<file path="src/sv/lcdw_pkg.sv">
// Shared types, codes and constants for the character LCD 4-bit write sequencer.
`timescale 1ns / 1ps
package lcdw_pkg;

  localparam int unsigned TICK_W = 16;
  localparam int unsigned HOLD_W = 17;
  localparam int unsigned PC_W   = 6;

  localparam logic [2:0] FUNC_INSTR  = 3'd0;
  localparam logic [2:0] FUNC_DATA   = 3'd1;
  localparam logic [2:0] FUNC_CLEAR  = 3'd2;
  localparam logic [2:0] FUNC_HOME   = 3'd3;
  localparam logic [2:0] FUNC_CURSOR = 3'd4;
  localparam logic [2:0] FUNC_INIT   = 3'd5;

  localparam logic [2:0] CFG_ENABLE_PULSE = 3'd0;
  localparam logic [2:0] CFG_BYTE_SETTLE  = 3'd1;
  localparam logic [2:0] CFG_CLEAR_WAIT   = 3'd2;
  localparam logic [2:0] CFG_POWER_WAIT   = 3'd3;
  localparam logic [2:0] CFG_WAKE_WAIT    = 3'd4;

  localparam logic [TICK_W-1:0] RST_ENABLE_PULSE = 16'd1;
  localparam logic [TICK_W-1:0] RST_BYTE_SETTLE  = 16'd25;
  localparam logic [TICK_W-1:0] RST_CLEAR_WAIT   = 16'd500;
  localparam logic [TICK_W-1:0] RST_POWER_WAIT   = 16'd12500;
  localparam logic [TICK_W-1:0] RST_WAKE_WAIT    = 16'd1125;

  localparam logic [7:0] CMD_CLEAR = 8'h01;
  localparam logic [7:0] CMD_HOME  = 8'h02;

  localparam logic [PC_W-1:0] ADDR_BYTE         = 6'd0;
  localparam logic [PC_W-1:0] ADDR_BYTE_CLR_END = 6'd6;
  localparam logic [PC_W-1:0] ADDR_INIT         = 6'd7;
  localparam logic [PC_W-1:0] ADDR_LAST         = 6'd43;

  typedef enum logic [1:0] {
    NIB_HI    = 2'd0,
    NIB_LO    = 2'd1,
    NIB_CONST = 2'd2
  } nib_src_t;

  typedef enum logic [2:0] {
    HOLD_ZERO       = 3'd0,
    HOLD_PULSE      = 3'd1,
    HOLD_SETTLE     = 3'd2,
    HOLD_SETTLE_CLR = 3'd3,
    HOLD_POWER      = 3'd4,
    HOLD_WAKE       = 3'd5
  } hold_sel_t;

  typedef enum logic {
    JMP_NEXT   = 1'b0,
    JMP_IF_CLR = 1'b1
  } jmp_t;

  typedef struct packed {
    logic             en;
    nib_src_t         nib_src;
    logic [3:0]       const_nib;
    hold_sel_t        hold_sel;
    logic             last;
    jmp_t             jmp;
    logic [PC_W-1:0]  target;
  } ucw_t;

  typedef struct packed {
    logic [TICK_W-1:0] enable_pulse_ticks;
    logic [TICK_W-1:0] byte_settle_ticks;
    logic [TICK_W-1:0] clear_wait_ticks;
    logic [TICK_W-1:0] power_wait_ticks;
    logic [TICK_W-1:0] wake_wait_ticks;
  } cfg_regs_t;

  typedef struct packed {
    logic [2:0] func;
    logic [7:0] byte_value;
    logic [5:0] column;
    logic       row;
  } in_item_t;

  typedef struct packed {
    logic              reg_select;
    logic              enable;
    logic [3:0]        nibble;
    logic [HOLD_W-1:0] hold_ticks;
    logic              last;
  } out_item_t;

endpackage

</file>
<file path="src/sv/lcdw_ucode_rom.sv">
// Microcode ROM: one control word per pin-state step.
`timescale 1ns / 1ps
module lcdw_ucode_rom (
  input  logic [lcdw_pkg::PC_W-1:0] addr,
  output lcdw_pkg::ucw_t            word
);
  import lcdw_pkg::*;

  function automatic ucw_t mk(input logic en, input nib_src_t src, input logic [3:0] nib,
                              input hold_sel_t hold, input logic last);
    ucw_t w;
    w.en        = en;
    w.nib_src   = src;
    w.const_nib = nib;
    w.hold_sel  = hold;
    w.last      = last;
    w.jmp       = JMP_NEXT;
    w.target    = ADDR_BYTE;
    return w;
  endfunction

  always_comb begin
    unique case (addr)
      // byte write from operand register
      6'd0:  word = mk(1'b0, NIB_HI, 4'h0, HOLD_ZERO, 1'b0);
      6'd1:  word = mk(1'b1, NIB_HI, 4'h0, HOLD_PULSE, 1'b0);
      6'd2:  word = mk(1'b0, NIB_HI, 4'h0, HOLD_ZERO, 1'b0);
      6'd3:  word = mk(1'b0, NIB_LO, 4'h0, HOLD_ZERO, 1'b0);
      6'd4: begin
        word        = mk(1'b1, NIB_LO, 4'h0, HOLD_PULSE, 1'b0);
        word.jmp    = JMP_IF_CLR;
        word.target = ADDR_BYTE_CLR_END;
      end
      6'd5:  word = mk(1'b0, NIB_LO, 4'h0, HOLD_SETTLE, 1'b1);
      6'd6:  word = mk(1'b0, NIB_LO, 4'h0, HOLD_SETTLE_CLR, 1'b1);
      // init: power wait
      6'd7:  word = mk(1'b0, NIB_CONST, 4'h0, HOLD_POWER, 1'b0);
      // wake nibbles
      6'd8:  word = mk(1'b0, NIB_CONST, 4'h3, HOLD_ZERO, 1'b0);
      6'd9:  word = mk(1'b1, NIB_CONST, 4'h3, HOLD_PULSE, 1'b0);
      6'd10: word = mk(1'b0, NIB_CONST, 4'h3, HOLD_WAKE, 1'b0);
      6'd11: word = mk(1'b0, NIB_CONST, 4'h3, HOLD_ZERO, 1'b0);
      6'd12: word = mk(1'b1, NIB_CONST, 4'h3, HOLD_PULSE, 1'b0);
      6'd13: word = mk(1'b0, NIB_CONST, 4'h3, HOLD_WAKE, 1'b0);
      6'd14: word = mk(1'b0, NIB_CONST, 4'h3, HOLD_ZERO, 1'b0);
      6'd15: word = mk(1'b1, NIB_CONST, 4'h3, HOLD_PULSE, 1'b0);
      6'd16: word = mk(1'b0, NIB_CONST, 4'h3, HOLD_WAKE, 1'b0);
      // switch to 4-bit
      6'd17: word = mk(1'b0, NIB_CONST, 4'h2, HOLD_ZERO, 1'b0);
      6'd18: word = mk(1'b1, NIB_CONST, 4'h2, HOLD_PULSE, 1'b0);
      6'd19: word = mk(1'b0, NIB_CONST, 4'h2, HOLD_ZERO, 1'b0);
      // function set 0x28
      6'd20: word = mk(1'b0, NIB_CONST, 4'h2, HOLD_ZERO, 1'b0);
      6'd21: word = mk(1'b1, NIB_CONST, 4'h2, HOLD_PULSE, 1'b0);
      6'd22: word = mk(1'b0, NIB_CONST, 4'h2, HOLD_ZERO, 1'b0);
      6'd23: word = mk(1'b0, NIB_CONST, 4'h8, HOLD_ZERO, 1'b0);
      6'd24: word = mk(1'b1, NIB_CONST, 4'h8, HOLD_PULSE, 1'b0);
      6'd25: word = mk(1'b0, NIB_CONST, 4'h8, HOLD_SETTLE, 1'b0);
      // entry mode 0x06
      6'd26: word = mk(1'b0, NIB_CONST, 4'h0, HOLD_ZERO, 1'b0);
      6'd27: word = mk(1'b1, NIB_CONST, 4'h0, HOLD_PULSE, 1'b0);
      6'd28: word = mk(1'b0, NIB_CONST, 4'h0, HOLD_ZERO, 1'b0);
      6'd29: word = mk(1'b0, NIB_CONST, 4'h6, HOLD_ZERO, 1'b0);
      6'd30: word = mk(1'b1, NIB_CONST, 4'h6, HOLD_PULSE, 1'b0);
      6'd31: word = mk(1'b0, NIB_CONST, 4'h6, HOLD_SETTLE, 1'b0);
      // display on 0x0C
      6'd32: word = mk(1'b0, NIB_CONST, 4'h0, HOLD_ZERO, 1'b0);
      6'd33: word = mk(1'b1, NIB_CONST, 4'h0, HOLD_PULSE, 1'b0);
      6'd34: word = mk(1'b0, NIB_CONST, 4'h0, HOLD_ZERO, 1'b0);
      6'd35: word = mk(1'b0, NIB_CONST, 4'hC, HOLD_ZERO, 1'b0);
      6'd36: word = mk(1'b1, NIB_CONST, 4'hC, HOLD_PULSE, 1'b0);
      6'd37: word = mk(1'b0, NIB_CONST, 4'hC, HOLD_SETTLE, 1'b0);
      // clear 0x01
      6'd38: word = mk(1'b0, NIB_CONST, 4'h0, HOLD_ZERO, 1'b0);
      6'd39: word = mk(1'b1, NIB_CONST, 4'h0, HOLD_PULSE, 1'b0);
      6'd40: word = mk(1'b0, NIB_CONST, 4'h0, HOLD_ZERO, 1'b0);
      6'd41: word = mk(1'b0, NIB_CONST, 4'h1, HOLD_ZERO, 1'b0);
      6'd42: word = mk(1'b1, NIB_CONST, 4'h1, HOLD_PULSE, 1'b0);
      6'd43: word = mk(1'b0, NIB_CONST, 4'h1, HOLD_SETTLE_CLR, 1'b1);
      default: word = mk(1'b0, NIB_CONST, 4'h0, HOLD_ZERO, 1'b1);
    endcase
  end

endmodule

</file>
<file path="src/sv/lcdw_datapath.sv">
// Pin-state datapath: nibble and hold selection under control of a microcode word.
`timescale 1ns / 1ps
module lcdw_datapath (
  input  lcdw_pkg::ucw_t      ucw,
  input  logic [7:0]          oper_byte,
  input  logic                oper_rs,
  input  lcdw_pkg::cfg_regs_t cfg,
  output lcdw_pkg::out_item_t item
);
  import lcdw_pkg::*;

  logic [3:0]        nib;
  logic [HOLD_W-1:0] hold;

  always_comb begin
    unique case (ucw.nib_src)
      NIB_HI:    nib = oper_byte[7:4];
      NIB_LO:    nib = oper_byte[3:0];
      NIB_CONST: nib = ucw.const_nib;
      default:   nib = ucw.const_nib;
    endcase
  end

  always_comb begin
    unique case (ucw.hold_sel)
      HOLD_ZERO:       hold = '0;
      HOLD_PULSE:      hold = {1'b0, cfg.enable_pulse_ticks};
      HOLD_SETTLE:     hold = {1'b0, cfg.byte_settle_ticks};
      HOLD_SETTLE_CLR: hold = {1'b0, cfg.byte_settle_ticks} + {1'b0, cfg.clear_wait_ticks};
      HOLD_POWER:      hold = {1'b0, cfg.power_wait_ticks};
      HOLD_WAKE:       hold = {1'b0, cfg.wake_wait_ticks};
      default:         hold = '0;
    endcase
  end

  always_comb begin
    item.reg_select = (ucw.nib_src == NIB_CONST) ? 1'b0 : oper_rs;
    item.enable     = ucw.en;
    item.nibble     = nib;
    item.hold_ticks = hold;
    item.last       = ucw.last;
  end

endmodule

</file>
<file path="src/sv/char_lcd_4bit_write_sequencer_top.sv">
// Top level: request intake, step counter, configuration registers and result register.
// A request is registered first; the first pin state is then registered into out_data.
// Throughput: one pin state per cycle while out_ready is high; a byte operation
// produces 6 pin states and init 37 pin states, as laid out in the microcode ROM.
// Function codes 6 and 7 are taken and produce no pin states.
// Reset (synchronous, active low) idles the step counter, drops out_valid,
// loads register defaults.
`timescale 1ns / 1ps
module char_lcd_4bit_write_sequencer_top (
  input  logic                clk,
  input  logic                rst_n,
  input  logic                in_valid,
  output logic                in_ready,
  input  lcdw_pkg::in_item_t  in_data,
  output logic                out_valid,
  input  logic                out_ready,
  output lcdw_pkg::out_item_t out_data,
  input  logic                cfg_wr_en,
  input  logic [2:0]          cfg_index,
  input  logic [15:0]         cfg_wdata
);
  import lcdw_pkg::*;

  cfg_regs_t       cfg_r;
  logic            busy_r;
  logic [PC_W-1:0] pc_r;
  logic [7:0]      oper_byte_r;
  logic            oper_rs_r;
  logic            clr_r;
  logic            out_valid_r;
  out_item_t       out_data_r;

  ucw_t      ucw;
  out_item_t item;
  logic      accept;
  logic      issue;
  logic      func_ok;
  logic [7:0] oper_byte_nxt;

  lcdw_ucode_rom u_rom (
    .addr (pc_r),
    .word (ucw)
  );

  lcdw_datapath u_dp (
    .ucw       (ucw),
    .oper_byte (oper_byte_r),
    .oper_rs   (oper_rs_r),
    .cfg       (cfg_r),
    .item      (item)
  );

  assign in_ready  = !busy_r;
  assign accept    = in_valid && in_ready;
  assign issue     = busy_r && (!out_valid_r || out_ready);
  assign out_valid = out_valid_r;
  assign out_data  = out_data_r;
  assign func_ok   = (in_data.func <= FUNC_INIT);

  always_comb begin
    unique case (in_data.func)
      FUNC_CLEAR:  oper_byte_nxt = CMD_CLEAR;
      FUNC_HOME:   oper_byte_nxt = CMD_HOME;
      FUNC_CURSOR: oper_byte_nxt = {1'b1, in_data.row, in_data.column};
      default:     oper_byte_nxt = in_data.byte_value;
    endcase
  end

  always_ff @(posedge clk) begin
    if (!rst_n) begin
      cfg_r.enable_pulse_ticks <= RST_ENABLE_PULSE;
      cfg_r.byte_settle_ticks  <= RST_BYTE_SETTLE;
      cfg_r.clear_wait_ticks   <= RST_CLEAR_WAIT;
      cfg_r.power_wait_ticks   <= RST_POWER_WAIT;
      cfg_r.wake_wait_ticks    <= RST_WAKE_WAIT;
    end else if (cfg_wr_en) begin
      unique case (cfg_index)
        CFG_ENABLE_PULSE: cfg_r.enable_pulse_ticks <= cfg_wdata;
        CFG_BYTE_SETTLE:  cfg_r.byte_settle_ticks  <= cfg_wdata;
        CFG_CLEAR_WAIT:   cfg_r.clear_wait_ticks   <= cfg_wdata;
        CFG_POWER_WAIT:   cfg_r.power_wait_ticks   <= cfg_wdata;
        CFG_WAKE_WAIT:    cfg_r.wake_wait_ticks    <= cfg_wdata;
        default: ;
      endcase
    end
  end

  always_ff @(posedge clk) begin
    if (!rst_n) begin
      busy_r      <= 1'b0;
      pc_r        <= ADDR_BYTE;
      out_valid_r <= 1'b0;
    end else begin
      if (accept) begin
        busy_r <= func_ok;
        pc_r   <= (in_data.func == FUNC_INIT) ? ADDR_INIT : ADDR_BYTE;
      end else if (issue) begin
        if (ucw.last) begin
          busy_r <= 1'b0;
        end else if (ucw.jmp == JMP_IF_CLR && clr_r) begin
          pc_r <= ucw.target;
        end else begin
          pc_r <= pc_r + PC_W'(1);
        end
      end
      if (issue) begin
        out_valid_r <= 1'b1;
      end else if (out_ready) begin
        out_valid_r <= 1'b0;
      end
    end
  end

  always_ff @(posedge clk) begin
    if (accept) begin
      oper_byte_r <= oper_byte_nxt;
      oper_rs_r   <= (in_data.func == FUNC_DATA);
      clr_r       <= (in_data.func == FUNC_CLEAR) || (in_data.func == FUNC_HOME);
    end
    if (issue) begin
      out_data_r <= item;
    end
  end

  a_start_busy: assert property (@(posedge clk) disable iff (!rst_n)
    accept && func_ok |=> busy_r)
    else $error("valid request did not start the sequencer");

  a_pc_range: assert property (@(posedge clk) disable iff (!rst_n)
    busy_r |-> pc_r <= ADDR_LAST)
    else $error("step counter outside the microcode program");

  a_last_ends: assert property (@(posedge clk) disable iff (!rst_n)
    issue && ucw.last |=> !busy_r && out_valid_r && out_data_r.last)
    else $error("final step did not end the run");

  a_out_hold: assert property (@(posedge clk) disable iff (!rst_n)
    out_valid_r && !out_ready |=> out_valid_r && $stable(out_data_r))
    else $error("pin state changed while waiting for transfer");

endmodule

</file>
<file path="config.mk">
export PLATFORM = sky130hd
export DESIGN_NAME = char_lcd_4bit_write_sequencer_top
export DESIGN_NICKNAME = d
export VERILOG_FILES = /design/src/sv/lcdw_pkg.sv /design/src/sv/lcdw_ucode_rom.sv /design/src/sv/lcdw_datapath.sv /design/src/sv/char_lcd_4bit_write_sequencer_top.sv
export SDC_FILE = /design/constraint.sdc
export NUM_CORES = 1
export LEC_CHECK = 0
export ABC_AREA = 1
export BUFFER_PORTS_ARGS = -buffer_cell sky130_fd_sc_hd__buf_2
export CORE_UTILIZATION = 38
export CTS_CLUSTER_DIAMETER = 120
export DETAILED_ROUTE_END_ITERATION = 10
export MAX_ROUTING_LAYER = met4
export SETUP_SLACK_MARGIN = 0.2
export SLEW_MARGIN = 25
export SYNTH_ARGS = -nofsm -noshare
export SYNTH_HDL_FRONTEND = slang
export SYNTH_SLANG_ARGS = --single-unit
</file>
<file path="constraint.sdc">
create_clock -name clk -period 2.1 [get_ports clk]
set_input_delay 0.42 -clock clk [delete_from_list [all_inputs] [get_ports clk]]
set_output_delay 0.42 -clock clk [all_outputs]
set_load 0.005 [all_outputs]
</file>
==> impl_metrics.env <==
export IMPL_avgSynthCellArea_um2=7.679
export IMPL_path_common_cell="inv_2"
export IMPL_ctsLongestPathBuffers=2
export IMPL_slowest_delay_ns=0.35
export IMPL_core_area_um2=16700
export IMPL_cts_root_buf="clkbuf_16"
export IMPL_vias=6055
export IMPL_drv_cap=0
export IMPL_antenna_found_initial=0
export IMPL_criticalPathCategory="flip-flop to flip-flop"
export IMPL_fin_crit_sh_pct=91.01
export IMPL_cp_slowest_cell="dfxtp_2"
export IMPL_period_minus_slack_ns=1.911
export IMPL_gr_total_overflow=0
export IMPL_pre_cts_ws_ns=0.03618
export IMPL_intPower_mw=5.454
export IMPL_cp_cell_sequence="ha_4 > inv_2 > fa_2 > o21ai_2 > inv_2 > o21ai_4 > buf_4 > a21oi_1 > o21ai_1 > nand4_1"
export IMPL_p_leak_nw=3.715
export IMPL_status="complete, no violations"
export IMPL_num_antenna_cells=0
export IMPL_hold_path_class="input port to flip-flop"
export IMPL_row_count=47
export IMPL_synth_cell_types=43
export IMPL_power_mw=7.346
export IMPL_endpoint_kind="flip-flop"
export IMPL_clock_sinks=134
export IMPL_die_w_um=133.3
export IMPL_switching_share_pct=25.75
export IMPL_powerDensity_nw_per_um2=858.5
export IMPL_layout_commonest_cell="nand2_1"
export IMPL_synth_warning_count=0
export IMPL_gp_congestion=0.9440
export IMPL_ys_async_sr_fraction_pct=0
export IMPL_pwr_share_clk_pct=46.5
export IMPL_drive_gt1_share_pct=27.25
export IMPL_finalSetupTns_ns=0
export IMPL_grt_pass1_wl_um=29200
export IMPL_r2r_setup_slack_ns=0.19
export IMPL_wl_per_cell_um=15.33
export IMPL_seqPwrFrac_pct=39.2
export IMPL_setup_viol=0
export IMPL_track_usage_pct=21.89
export IMPL_worstPathArrival_ns=2.07
export IMPL_synthFlopType="dfxtp_1"
export IMPL_final_cell_mix="nand2_1 (136), nor2_1 (100), inv_1 (99), o21ai_0 (83), dfxtp_1 (82)"
export IMPL_drc=0
export IMPL_r2r_end="out_data[7]"
export IMPL_worst_slack_ns=0.1887
export IMPL_insertion_delay_ns=0.42
export IMPL_slew_violations=0
export IMPL_critPathMaxFanout=3
export IMPL_clkTransAtPathRegs_ns=0.06
export IMPL_ios=68
export IMPL_required_ns=2.25
export IMPL_holdBufCountCts=0
export IMPL_nNetsFinal=1028
export IMPL_dieArea_um2=17770
export IMPL_drtPass1Iterations=5
export IMPL_hold_viol=0
export IMPL_grt_max_degree=79
export IMPL_path_buf_inv=3
export IMPL_netSwitchingPower_mw=1.892
export IMPL_crit_family="compound AO/OA/AOI/OAI gates"
export IMPL_slew_headroom_pct=49.28
export IMPL_post_dp_hpwl_um=12920
export IMPL_syn_area_um2=6550
export IMPL_rsz0062_at_grt="true"
export IMPL_comb_power_share_pct=14.2
export IMPL_holdPathStages=3
export IMPL_numCtsBuffers=17
export IMPL_worstSetupStartpointType="flip-flop"
export IMPL_die_h_um=133.3
export IMPL_htreeDepth=4
export IMPL_grt_pass1_vias=5648
export IMPL_detail_route_iter0_violations=527
export IMPL_viasPerCell=5.063
export IMPL_reg2reg_from="cfg_r[32]"
export IMPL_wl_um=18340
export IMPL_nFillCells=1581
export IMPL_cts_tree="done"
export IMPL_syn_nets=918
export IMPL_synth_edf_count=34
export IMPL_seq_area_frac_synth_pct=46.15
export IMPL_ff2ff_path_depth=10
export IMPL_finalClockSkew_ns=0.005681
export IMPL_min_to="cfg_r[51]"
export IMPL_irDropWorstVdd_mv=0.5875
export IMPL_max_slew_worst_pin_slew_ns=0.7599
export IMPL_syn2layout_area_growth_pct=30.64
export IMPL_initial_core_util_pct=39.22
export IMPL_antenna_left=0
export IMPL_timing_hold_ws_ns=0.2904
export IMPL_ys_ff_latch=134
export IMPL_port_buffer_count=67
export IMPL_worst_hold_startpoint="cfg_wdata[3]"
export IMPL_synth_cells=853
export IMPL_max_freq_ghz=0.5232
synth_stat cells (all sizes together) (2+ instances only):
cell,n,area (um2)
nand2,163,636.9
inv,112,425.4
nor2,107,429.2
dfxtp,100,2002
o21ai,97,485.5
nand3,60,320.3
a21oi,55,275.3
edfxtp,34,1021
ha,22,275.3
clkbuf,20,75.07
o22ai,16,100.1
a221oi,10,87.58
nand4,10,62.56
nor3,8,50.05
buf,7,48.79
or2,5,31.28
a31oi,4,25.02
o211ai,4,30.03
clkinv,3,11.26
o221ai,3,26.28
xnor2,2,17.52
xor2,2,32.53
power groups by stage:
stage | combinational [mW] | clock (mW) | sequential, mW
final | 1.05 | 3.42 | 2.88
after floorplan | 0.553 | 0 | 2.91
after global placement | 0.910 | 0 | 2.92
after detailed placement | 0.916 | 0 | 2.92
after global routing | 1.16 | 3.58 | 2.90
after CTS | 0.931 | 3.46 | 2.87
worst max-delay path by stage:
stage                   start        endpoint  slack [ns]  cells after the start
finish              cfg_r[32]     out_data[7]        0.19                     10
global route        cfg_r[32]    out_data[11]        0.08                     11
CTS                 cfg_r[54]    out_data[12]        0.18                      9
detailed placement  out_ready   u_rom.word[8]        0.04                     17
global placement    out_ready  u_rom.word[13]        0.05                     13
floorplan            in_valid   u_rom.word[8]        0.21                     16
sequential cells by signal (all words and copies together), names as in the netlist:
register     flops
cfg_r           80
oper_rs_r        1
out_valid        1
out_data        24
oper_byte_r      8
busy_r           1
pc_r             6
u_rom.word      12
clr_r            1
cells by family after synthesis:
logic type,count (synthesis),share of synthesized area [%]
AO/OA/AOI/OAI,195,16.45
XOR/XNOR,4,0.7641
adder cells (fa/ha/maj),23,4.508
buffers and inverters,142,8.558
flip-flops,134,46.15
AND/OR/NAND/NOR,355,23.57
routing by layer:
| metal | up-vias | GRT usage (%) | wire (um) |
|---|---|---|---|
| met2 | 199 | 33.39 | 8406 |
| met3 | 19 | 4.604 | 1192 |
| met4 | 0 | 5.997 | 194 |
| li1 | 3063 | - | - |
| met1 | 2774 | 29.29 | 8545 |
| met5 | - | - | 0 |
metrics by stage:
stage	util [%]	cell area, um2	cells
2_1_floorplan	-	6603	853
3_3_place_gp	44.70	7465	1159
5_1_grt	51.24	8557	1196
6_report	51.24	8557	1196
3_5_place_dp	44.70	7465	1159
4_1_cts	49.16	8210	1192
area by class of cell:
type / count / area (um2) / area share, %
inverter: 115 / 449.2 / 5.249
tap: 220 / 275.3 / 3.217
clock buffer: 17 / 425.4 / 4.971
multi-input combinational: 577 / 3363 / 39.30
sequential: 134 / 3050 / 35.65
timing repair buffer: 118 / 743.2 / 8.685
clock inverter: 15 / 250.2 / 2.924
tightest hold or removal path: cells and delay by family:
kind | cells | cell delay (ns)
buffers and inverters | 1 | 0.13
AND/OR/NAND/NOR | 2 | 0.13
what timing repair did:
item                       CTS  global route
gates resized for setup     18            81
setup endpoints to repair   15            23
setup buffers                1             4
pin swaps                    4            21
(Power assumes the default switching activity.)
